## config.mk

```make
export PLATFORM = sky130hd
export DESIGN_NAME = multichannel_sliding_median_filter_unit
export DESIGN_NICKNAME = d
export VERILOG_FILES = /design/src/msmf_pkg.sv /design/src/msmf_lane.sv /design/src/msmf_merge.sv /design/src/multichannel_sliding_median_filter_unit.sv
export SDC_FILE = /design/constraint.sdc
export NUM_CORES = 2
export LEC_CHECK = 0
export ABC_AREA = 1
export BUFFER_PORTS_ARGS = -buffer_cell sky130_fd_sc_hd__buf_2
export CAP_MARGIN = 25
export CORE_UTILIZATION = 65
export DETAILED_ROUTE_END_ITERATION = 10
export GPL_TIMING_DRIVEN = 0
export MAX_ROUTING_LAYER = met4
export PLACE_DENSITY = 0.82
export SLEW_MARGIN = 20
export SYNTH_ARGS = -nofsm -noshare
export SYNTH_HDL_FRONTEND = slang
export SYNTH_SLANG_ARGS = --single-unit
```

## constraint.sdc

```tcl
create_clock -name aclk -period 10.8 [get_ports aclk]
set_clock_uncertainty 0.15 [all_clocks]
set_input_delay 2.16 -clock aclk [delete_from_list [all_inputs] [get_ports aclk]]
set_output_delay 2.16 -clock aclk [all_outputs]
set_load 0.005 [all_outputs]
```

## src/msmf_pkg.sv

```systemverilog
// shared constants and types for the sliding median filter
// no dependencies
`timescale 1ns / 1ps

package msmf_pkg;

    localparam int WINDOW_LEN   = 7;
    localparam int NUM_CHANNELS = 4;
    localparam int IO_FIELDS    = 4;
    localparam int SAMPLE_W     = 16;

    localparam int NUM_LANES = (NUM_CHANNELS < IO_FIELDS) ? NUM_CHANNELS : IO_FIELDS;
    localparam int MID_IDX   = (WINDOW_LEN - 1) / 2;
    localparam int RANK_W    = $clog2(WINDOW_LEN);

    typedef logic [SAMPLE_W-1:0] sample_t;

    typedef struct packed {
        logic shift;
        logic load;
    } pipe_ctrl_t;

endpackage

```

## src/msmf_lane.sv

```systemverilog
// one channel: sample window shift register and rank-based median select
// depends on msmf_pkg
`timescale 1ns / 1ps

module msmf_lane
    import msmf_pkg::*;
(
    input  logic       aclk,
    input  logic       aresetn,
    input  pipe_ctrl_t ctrl,
    input  sample_t    sample,
    output sample_t    median
);

    sample_t win_reg  [WINDOW_LEN];
    sample_t win_next [WINDOW_LEN];

    always_comb begin
        for (int j = 0; j < WINDOW_LEN - 1; j++) begin
            win_next[j] = win_reg[j + 1];
        end
        win_next[WINDOW_LEN - 1] = sample;
    end

    always_ff @(posedge aclk) begin
        if (!aresetn) begin
            for (int j = 0; j < WINDOW_LEN; j++) begin
                win_reg[j] <= '0;
            end
        end else if (ctrl.shift) begin
            win_reg <= win_next;
        end
    end

    // rank of each element, ties broken by position
    logic [WINDOW_LEN-1:0] below [WINDOW_LEN];
    logic [RANK_W-1:0]     rank  [WINDOW_LEN];
    logic [WINDOW_LEN-1:0] pick;

    always_comb begin
        for (int i = 0; i < WINDOW_LEN; i++) begin
            for (int j = 0; j < WINDOW_LEN; j++) begin
                if (j == i) begin
                    below[i][j] = 1'b0;
                end else if (j < i) begin
                    below[i][j] = (win_reg[j] <= win_reg[i]);
                end else begin
                    below[i][j] = (win_reg[j] < win_reg[i]);
                end
            end
            rank[i] = RANK_W'($countones(below[i]));
            pick[i] = (rank[i] == RANK_W'(MID_IDX));
        end
    end

    always_comb begin
        median = '0;
        for (int i = 0; i < WINDOW_LEN; i++) begin
            median = median | (pick[i] ? win_reg[i] : '0);
        end
    end

endmodule

```

## src/msmf_merge.sv

```systemverilog
// output register: collects the lane medians into one result transfer
// depends on msmf_pkg
`timescale 1ns / 1ps

module msmf_merge
    import msmf_pkg::*;
(
    input  logic       aclk,
    input  logic       aresetn,
    input  pipe_ctrl_t ctrl,
    input  sample_t    lane_median [NUM_LANES],
    input  logic       m_ready,
    output logic       m_valid,
    output logic       out_ready,
    output sample_t    median_out  [IO_FIELDS]
);

    logic m_valid_reg;
    logic m_valid_next;

    assign out_ready = !m_valid_reg || m_ready;
    assign m_valid   = m_valid_reg;

    always_comb begin
        if (ctrl.load) begin
            m_valid_next = 1'b1;
        end else if (m_ready) begin
            m_valid_next = 1'b0;
        end else begin
            m_valid_next = m_valid_reg;
        end
    end

    always_ff @(posedge aclk) begin
        if (!aresetn) begin
            m_valid_reg <= 1'b0;
        end else begin
            m_valid_reg <= m_valid_next;
        end
    end

    for (genvar f = 0; f < IO_FIELDS; f++) begin : g_field
        if (f < NUM_LANES) begin : g_live
            sample_t med_reg;
            always_ff @(posedge aclk) begin
                if (ctrl.load) begin
                    med_reg <= lane_median[f];
                end
            end
            assign median_out[f] = med_reg;
        end else begin : g_idle
            assign median_out[f] = '0;
        end
    end

endmodule

```

## src/multichannel_sliding_median_filter_unit.sv

```systemverilog
// top level of the four-channel sliding median filter
// depends on msmf_pkg, msmf_lane, msmf_merge
//
//  channel | ports                               | direction
//  input   | s_valid s_ready s_sample_ch0..3     | samples in, one per channel
//  result  | m_valid m_ready m_median_ch0..3     | medians out, one per channel
//
// one transfer per cycle sustained while m_ready does not stall the output
// first stage: window shift, second stage: compare/rank/select into output register
// aresetn (synchronous) clears all windows to zero and empties the pipeline
// a stall on m_ready holds the output; the window stage still takes one more transfer
`timescale 1ns / 1ps

module multichannel_sliding_median_filter_unit
    import msmf_pkg::*;
(
    input  logic                aclk,
    input  logic                aresetn,
    input  logic                s_valid,
    output logic                s_ready,
    input  logic [SAMPLE_W-1:0] s_sample_ch0,
    input  logic [SAMPLE_W-1:0] s_sample_ch1,
    input  logic [SAMPLE_W-1:0] s_sample_ch2,
    input  logic [SAMPLE_W-1:0] s_sample_ch3,
    output logic                m_valid,
    input  logic                m_ready,
    output logic [SAMPLE_W-1:0] m_median_ch0,
    output logic [SAMPLE_W-1:0] m_median_ch1,
    output logic [SAMPLE_W-1:0] m_median_ch2,
    output logic [SAMPLE_W-1:0] m_median_ch3
);

    sample_t    samples     [IO_FIELDS];
    sample_t    lane_median [NUM_LANES];
    sample_t    median_out  [IO_FIELDS];
    pipe_ctrl_t ctrl;
    logic       out_ready;
    logic       win_valid_reg;
    logic       win_valid_next;

    assign samples[0] = s_sample_ch0;
    assign samples[1] = s_sample_ch1;
    assign samples[2] = s_sample_ch2;
    assign samples[3] = s_sample_ch3;

    assign s_ready    = !win_valid_reg || out_ready;
    assign ctrl.shift = s_valid && s_ready;
    assign ctrl.load  = win_valid_reg && out_ready;

    always_comb begin
        if (ctrl.shift) begin
            win_valid_next = 1'b1;
        end else if (ctrl.load) begin
            win_valid_next = 1'b0;
        end else begin
            win_valid_next = win_valid_reg;
        end
    end

    always_ff @(posedge aclk) begin
        if (!aresetn) begin
            win_valid_reg <= 1'b0;
        end else begin
            win_valid_reg <= win_valid_next;
        end
    end

    for (genvar c = 0; c < NUM_LANES; c++) begin : g_lane
        msmf_lane u_lane (
            .aclk    (aclk),
            .aresetn (aresetn),
            .ctrl    (ctrl),
            .sample  (samples[c]),
            .median  (lane_median[c])
        );
    end

    msmf_merge u_merge (
        .aclk        (aclk),
        .aresetn     (aresetn),
        .ctrl        (ctrl),
        .lane_median (lane_median),
        .m_ready     (m_ready),
        .m_valid     (m_valid),
        .out_ready   (out_ready),
        .median_out  (median_out)
    );

    assign m_median_ch0 = median_out[0];
    assign m_median_ch1 = median_out[1];
    assign m_median_ch2 = median_out[2];
    assign m_median_ch3 = median_out[3];

endmodule

```

### Word level (Yosys, flattened, before mapping)

Cells that the tools add are included.

* register bits: 514
* input bits: 68
* output and inout port bits: 66
* logic and storage cells: 434

* add/sub/neg operators: 140
* $lt $le $gt $ge: 168
* equality and inequality tests: 28
* multiplexer cells: 32
* bitwise operators: 24
* reductions and logical operators: 8

Operator list (count)
* <= comparator 16 bit: 84
* < comparator 16 bit: 84
* two-way mux 16 bit: 28
* OR 16 bit: 24
* adder 1 x 1 -> 2 bit: 68
* adder 3 bit: 40
* == test 3 x 2 -> 1 bit, second input constant: 28
* adder 3 x 1 -> 3 bit: 24
* adder 1 x 3 -> 3 bit: 8
* two-way mux 1 bit: 4
* nonzero test 2 bit: 2
* logical AND 1 bit: 2
* logical NOT 1 bit: 2
* logical OR 1 bit: 2

### Longest topological paths before layout

* depth in word-level cells: 12
* mapped depth: 26
* mapped depth without buffers: 25

### Hierarchy

From an unflattened synthesis, not the netlist that was laid out.

* cells, all modules: 7425
* area total of the unflattened synthesis: 54338.4 sq um

By module, submodules not included
* msmf_lane (g_lane[0].u_lane): instances 1, cells an instance 1837, area each 13100.1 sq um
* msmf_lane (g_lane[2].u_lane): instances 1, cells an instance 1833, area each 13088.8 sq um
* msmf_lane (g_lane[1].u_lane): instances 1, cells an instance 1846, area each 13083.8 sq um
* msmf_lane (g_lane[3].u_lane): instances 1, cells an instance 1830, area each 13038.8 sq um
* msmf_merge: instances 1, cells an instance 70, area each 1968.1 sq um
* multichannel_sliding_median_filter_unit: instances 1, cells an instance 9, area each 58.8 sq um

### Worst setup path after synthesis

Ideal clock, no wire load.

* path type: input-to-reg
* start: input m_ready
* end: register u_merge.g_field[0].g_live.med_reg[0], enable pin
* setup time: 507 ps
* arrival time: 5284 ps
* data required time: 10143 ps
* path slack: 4859 ps
* cell stages on the path: 2
* cells stage by stage: inv_2 a21oi_1

* word-level cells in the longest chain between the ends: 2

RTL lines
* from (decl): line multichannel_sliding_median_filter_unit.sv:26 `input logic m_ready,`
* logical OR 1 bit: line msmf_merge.sv:21 `assign out_ready = !m_valid_reg || m_ready;`
* logical AND 1 bit: line multichannel_sliding_median_filter_unit.sv:48 `assign ctrl.load = win_valid_reg && out_ready;`
* to (signal assigned): line msmf_merge.sv:47 `med_reg <= lane_median[f];`
* to (decl): line msmf_merge.sv:44 `sample_t med_reg;`

No other way between the ends.
A chain may end at the register's enable or synchronous reset.

### Worst setup path after layout

* start: register g_lane[1].u_lane.win_reg (netlist bit g_lane[1].u_lane.win_next[25])
* end: register u_merge.g_field[1].g_live.med_reg[12] (data pin)

* word-level cells in the longest chain between the ends: 11
* elaborated cells between the ends (all ways): 49

RTL lines
* from (decl): line msmf_lane.sv:15 `sample_t win_reg [WINDOW_LEN];`
* from (signal assigned): line msmf_lane.sv:31 `win_reg <= win_next;`
* < comparator 16 bit: line msmf_lane.sv:48 `below[i][j] = (win_reg[j] < win_reg[i]);`
* adder 3 x 1 -> 3 bit (implied by the code): line msmf_lane.sv:51 `rank[i] = RANK_W'($countones(below[i]));`
* adder 3 bit (implied by the code): line msmf_lane.sv:51
* == test 3 x 2 -> 1 bit: line msmf_lane.sv:52 `pick[i] = (rank[i] == RANK_W'(MID_IDX));`
* two-way mux 16 bit: line msmf_lane.sv:59 `median = median | (pick[i] ? win_reg[i] : '0);`
* OR 16 bit (5 in series): line msmf_lane.sv:59
* OR 16 bit *: line msmf_lane.sv:59
* via g_lane[1].u_lane.median[12]: line msmf_lane.sv:12 `output sample_t median`
* to (signal assigned): line msmf_merge.sv:47
* to (decl): line msmf_merge.sv:44

The timed path passes the listed nets; every way through them passes the cells marked *.

==> metrics <==
clock root buffer master=sky130_fd_sc_hd__clkbuf_16; DR vias/cell=6.21; peak clock frequency supported by timing=172 MHz; maximum clock insertion buffer count=3; power per standard cell area=182 nW/um^2; synthesized flop and latch total=514; initial antenna violation count=6; post-placement cell area=57,500 sq um; Worst-path clk slew=0.07 ns; CP Data Required Time=11.15 ns; number of I/O pins=134; worst slew pin tran=1.03 ns; remaining antenna violation count after routing=0; Layout area overhead=7.66%; width of the die=294 um; critical-path maximum fanout=10; DRC violations left=0; pin count of the biggest net entering global routing=21; TritonCTS clock tree=built; GRT Util Overall=45.0%; Internal=5.44 mW; share of the core filled with cells in the final layout=71.0%; Detailed Place HPWL=155,000 um; Min Hold Slack=0.393 ns; count of hold-fix buffers inserted at cts=0; height of the die=294 um; post-synth net total=9,215; Pins Over Slew Limit=0; largest vdd supply drop=0.000216 V; DRT Pass-1 Iters=9; setup repair after global routing missed its margin=false; proportion of layout cells with a drive suffix above 1=4.61%; setup bufs post-CTS=0; wirelength, routed=194,000 um; core region area=84,000 sq um; wire length of the first global-routing pass=291,000 um; Leak Pwr=31.4 nW; arrival time of data at the critical path endpoint=6.15 ns; Port Buf Inserts=132; sequential fraction of design power=23.4%; Comb pwr share=56.1%; Setup violations, final=0; number of hold violations in the final report=0; fraction of power spent switching nets=50.0%; Placement Rows=106; total number of vias=56,081; Final Net Count=9,412; Clk pwr share=20.6%; vias in the first global route=52,291; part of the Yosys area used for sequential elements=19.7%; Num CTS Buffers=60; final-layout setup total negative slack=0 ns; Mapped Cells=7,643; routability congestion estimate=1.04; synthesized area divided by synthesized cell count=7.25 sq um; count of H-tree levels built during CTS=2; flip-flop count of the largest register, all copies and words added=384; initial standard-cell utilization of the core=66.0%; die area=86,400 sq um; count of cell types in the netlist=32; mapped cell area=55,400 sq um; total of max-cap violations=0; Synth warnings=0; overflow left after global routing=0; flop2flop setup slack=5.00 ns; mean routed wirelength per cell=21.5 um; cts repair resizes=0; type of the worst min-delay path=register to register; Worst Setup Start Kind=register; run status=completed; post-route standard cell area excluding fillers=59,600 sq um; critical path class=register to register; category of the worst setup path capture point=register; post-route minimum period=5.80 ns; Sw Pwr=5.43 mW; clk sink count=514; insertion delay to the later sink of the worst-skew pair=0.70 ns; detailed router's first-iteration violation count=5,942; post-route clock period utilization=53.7%; worst slew margin relative to its limit=31.3%
## area by class of cell
cell class,instances,area [sq um]
clock inverter,43,484
inverter,964,3620
multi-input combinational,5992,39900
timing repair buffer,135,736
clock buffer,71,1570
tap,1134,1420
fill,7218,24300
sequential,514,10900
antenna,8,20.0
buffer,173,970
## metrics by stage
step           setup WS [ns]  power (mW)  std cells
6_report                5.00        10.9       9034
5_1_grt                 4.98        11.5       9032
3_5_place_dp            5.35        8.37       8912
2_1_floorplan           4.86        6.23       7643
3_3_place_gp            1.90        8.16       8909
4_1_cts                 5.30        10.6       9026
## layout by cell type (no fill, tap or decap), types with 13 or more instances in the layout
cell,synthesis,final
sky130_fd_sc_hd__edfxtp_1,64,64
sky130_fd_sc_hd__a21o_1,63,63
sky130_fd_sc_hd__o21ai_0,588,588
sky130_fd_sc_hd__clkbuf_16,0,61
sky130_fd_sc_hd__o22ai_1,96,96
sky130_fd_sc_hd__a21oi_1,971,970
sky130_fd_sc_hd__o21a_1,71,71
sky130_fd_sc_hd__nor3_1,49,49
sky130_fd_sc_hd__o21bai_1,66,66
sky130_fd_sc_hd__buf_2,82,214
sky130_fd_sc_hd__ha_1,1444,1444
sky130_fd_sc_hd__clkbuf_1,49,58
sky130_fd_sc_hd__buf_4,24,24
sky130_fd_sc_hd__buf_6,17,17
sky130_fd_sc_hd__inv_1,961,961
sky130_fd_sc_hd__fa_1,60,60
sky130_fd_sc_hd__nand4_1,101,101
sky130_fd_sc_hd__nand2_1,1351,1351
sky130_fd_sc_hd__dfxtp_1,450,450
sky130_fd_sc_hd__nand3_1,307,307
sky130_fd_sc_hd__nor2_1,800,800
sky130_fd_sc_hd__clkinv_2,0,13
## final timing paths
check / endpoint / from / depth (start not counted)
worst max register to register: u_merge.g_field[1].g_live.med_reg[12] / g_lane[1].u_lane.win_next[25] / 18
worst min register to register: u_merge.m_valid / u_merge.m_valid / 2
worst max-delay path: u_merge.g_field[1].g_live.med_reg[12] / g_lane[1].u_lane.win_next[25] / 18
worst min-delay path: u_merge.m_valid / u_merge.m_valid / 2
## cell usage after synthesis
master / number / share of area (%)
sky130_fd_sc_hd__ha_1: 1444 / 33
sky130_fd_sc_hd__nand2_1: 1351 / 9.2
sky130_fd_sc_hd__a21oi_1: 971 / 8.8
sky130_fd_sc_hd__inv_1: 961 / 6.5
sky130_fd_sc_hd__nor2_1: 800 / 5.4
sky130_fd_sc_hd__o21ai_0: 588 / 5.3
sky130_fd_sc_hd__dfxtp_1: 450 / 16
sky130_fd_sc_hd__nand3_1: 307 / 2.8
sky130_fd_sc_hd__nand4_1: 101 / 1.1
sky130_fd_sc_hd__o22ai_1: 96 / 1.1
sky130_fd_sc_hd__buf_2: 82 / 0.74
sky130_fd_sc_hd__o21a_1: 71 / 0.96
sky130_fd_sc_hd__o21bai_1: 66 / 0.89
sky130_fd_sc_hd__edfxtp_1: 64 / 3.5
sky130_fd_sc_hd__a21o_1: 63 / 0.85
sky130_fd_sc_hd__fa_1: 60 / 2.2
sky130_fd_sc_hd__clkbuf_1: 49 / 0.33
sky130_fd_sc_hd__nor3_1: 49 / 0.44
sky130_fd_sc_hd__buf_4: 24 / 0.33
sky130_fd_sc_hd__buf_6: 17 / 0.35
sky130_fd_sc_hd__a22oi_1: 9 / 0.12
sky130_fd_sc_hd__a21boi_0: 6 / 0.081
sky130_fd_sc_hd__inv_2: 2 / 0.014
sky130_fd_sc_hd__nand3_2: 2 / 0.036
sky130_fd_sc_hd__nand3b_1: 2 / 0.027
sky130_fd_sc_hd__nor2b_1: 2 / 0.023
sky130_fd_sc_hd__buf_1: 1 / 0.0068
sky130_fd_sc_hd__clkinv_1: 1 / 0.0068
sky130_fd_sc_hd__nand2_4: 1 / 0.020
sky130_fd_sc_hd__nor2_4: 1 / 0.020
sky130_fd_sc_hd__nor3b_1: 1 / 0.014
sky130_fd_sc_hd__o2bb2ai_1: 1 / 0.016
## power by group through the flow
stage	Sequential [mW]	Clock [mW]	Combinational (mW)
2_1_floorplan	2.47	0	3.75
3_3_place_gp	2.56	0	5.60
3_5_place_dp	2.56	0	5.81
4_1_cts	2.52	2.22	5.86
5_1_grt	2.55	2.30	6.60
6_report	2.54	2.24	6.09
## cell families (layout without fill, tap and decap cells)
group                      after synthesis  count (layout)  synth area share (%)
AOI/OAI and AO/OA                     1871            1871                  18.1
and+or+nand+nor                       2617            2617                  19.1
adders and majority gates             1504            1504                  34.8
buffers and inverters                 1137            1386                  8.29
DFF                                    514             514                  19.7
other                                    0               8                     0
## worst max-delay path, stage by stage (launching register included)
cell	delay [ns]
sky130_fd_sc_hd__dfxtp_1	0.77
sky130_fd_sc_hd__ha_1	0.36
sky130_fd_sc_hd__nand2_1	0.07
sky130_fd_sc_hd__inv_1	0.03
sky130_fd_sc_hd__o21ai_0	0.13
sky130_fd_sc_hd__a21oi_1	0.08
sky130_fd_sc_hd__nor2_1	0.30
sky130_fd_sc_hd__nand3_1	0.27
sky130_fd_sc_hd__fa_1	0.56
sky130_fd_sc_hd__inv_1	0.05
sky130_fd_sc_hd__fa_1	0.53
sky130_fd_sc_hd__inv_1	0.04
sky130_fd_sc_hd__ha_1	0.19
sky130_fd_sc_hd__fa_1	0.49
sky130_fd_sc_hd__nand2_1	0.08
sky130_fd_sc_hd__nor2_1	0.67
sky130_fd_sc_hd__buf_2	0.42
sky130_fd_sc_hd__a21oi_1	0.12
sky130_fd_sc_hd__nand3_1	0.27
## metal layers
| metal | GRT usage (%) | up-vias | wire length [um] |
|---|---|---|---|
| li1 | - | 26543 | - |
| met1 | 56.3 | 25708 | 77600 |
| met2 | 68.5 | 3110 | 82700 |
| met3 | 8.76 | 720 | 22000 |
| met4 | 23.9 | 0 | 11700 |
| met5 | - | - | 0 |
Power figures use the tool's default switching activity.
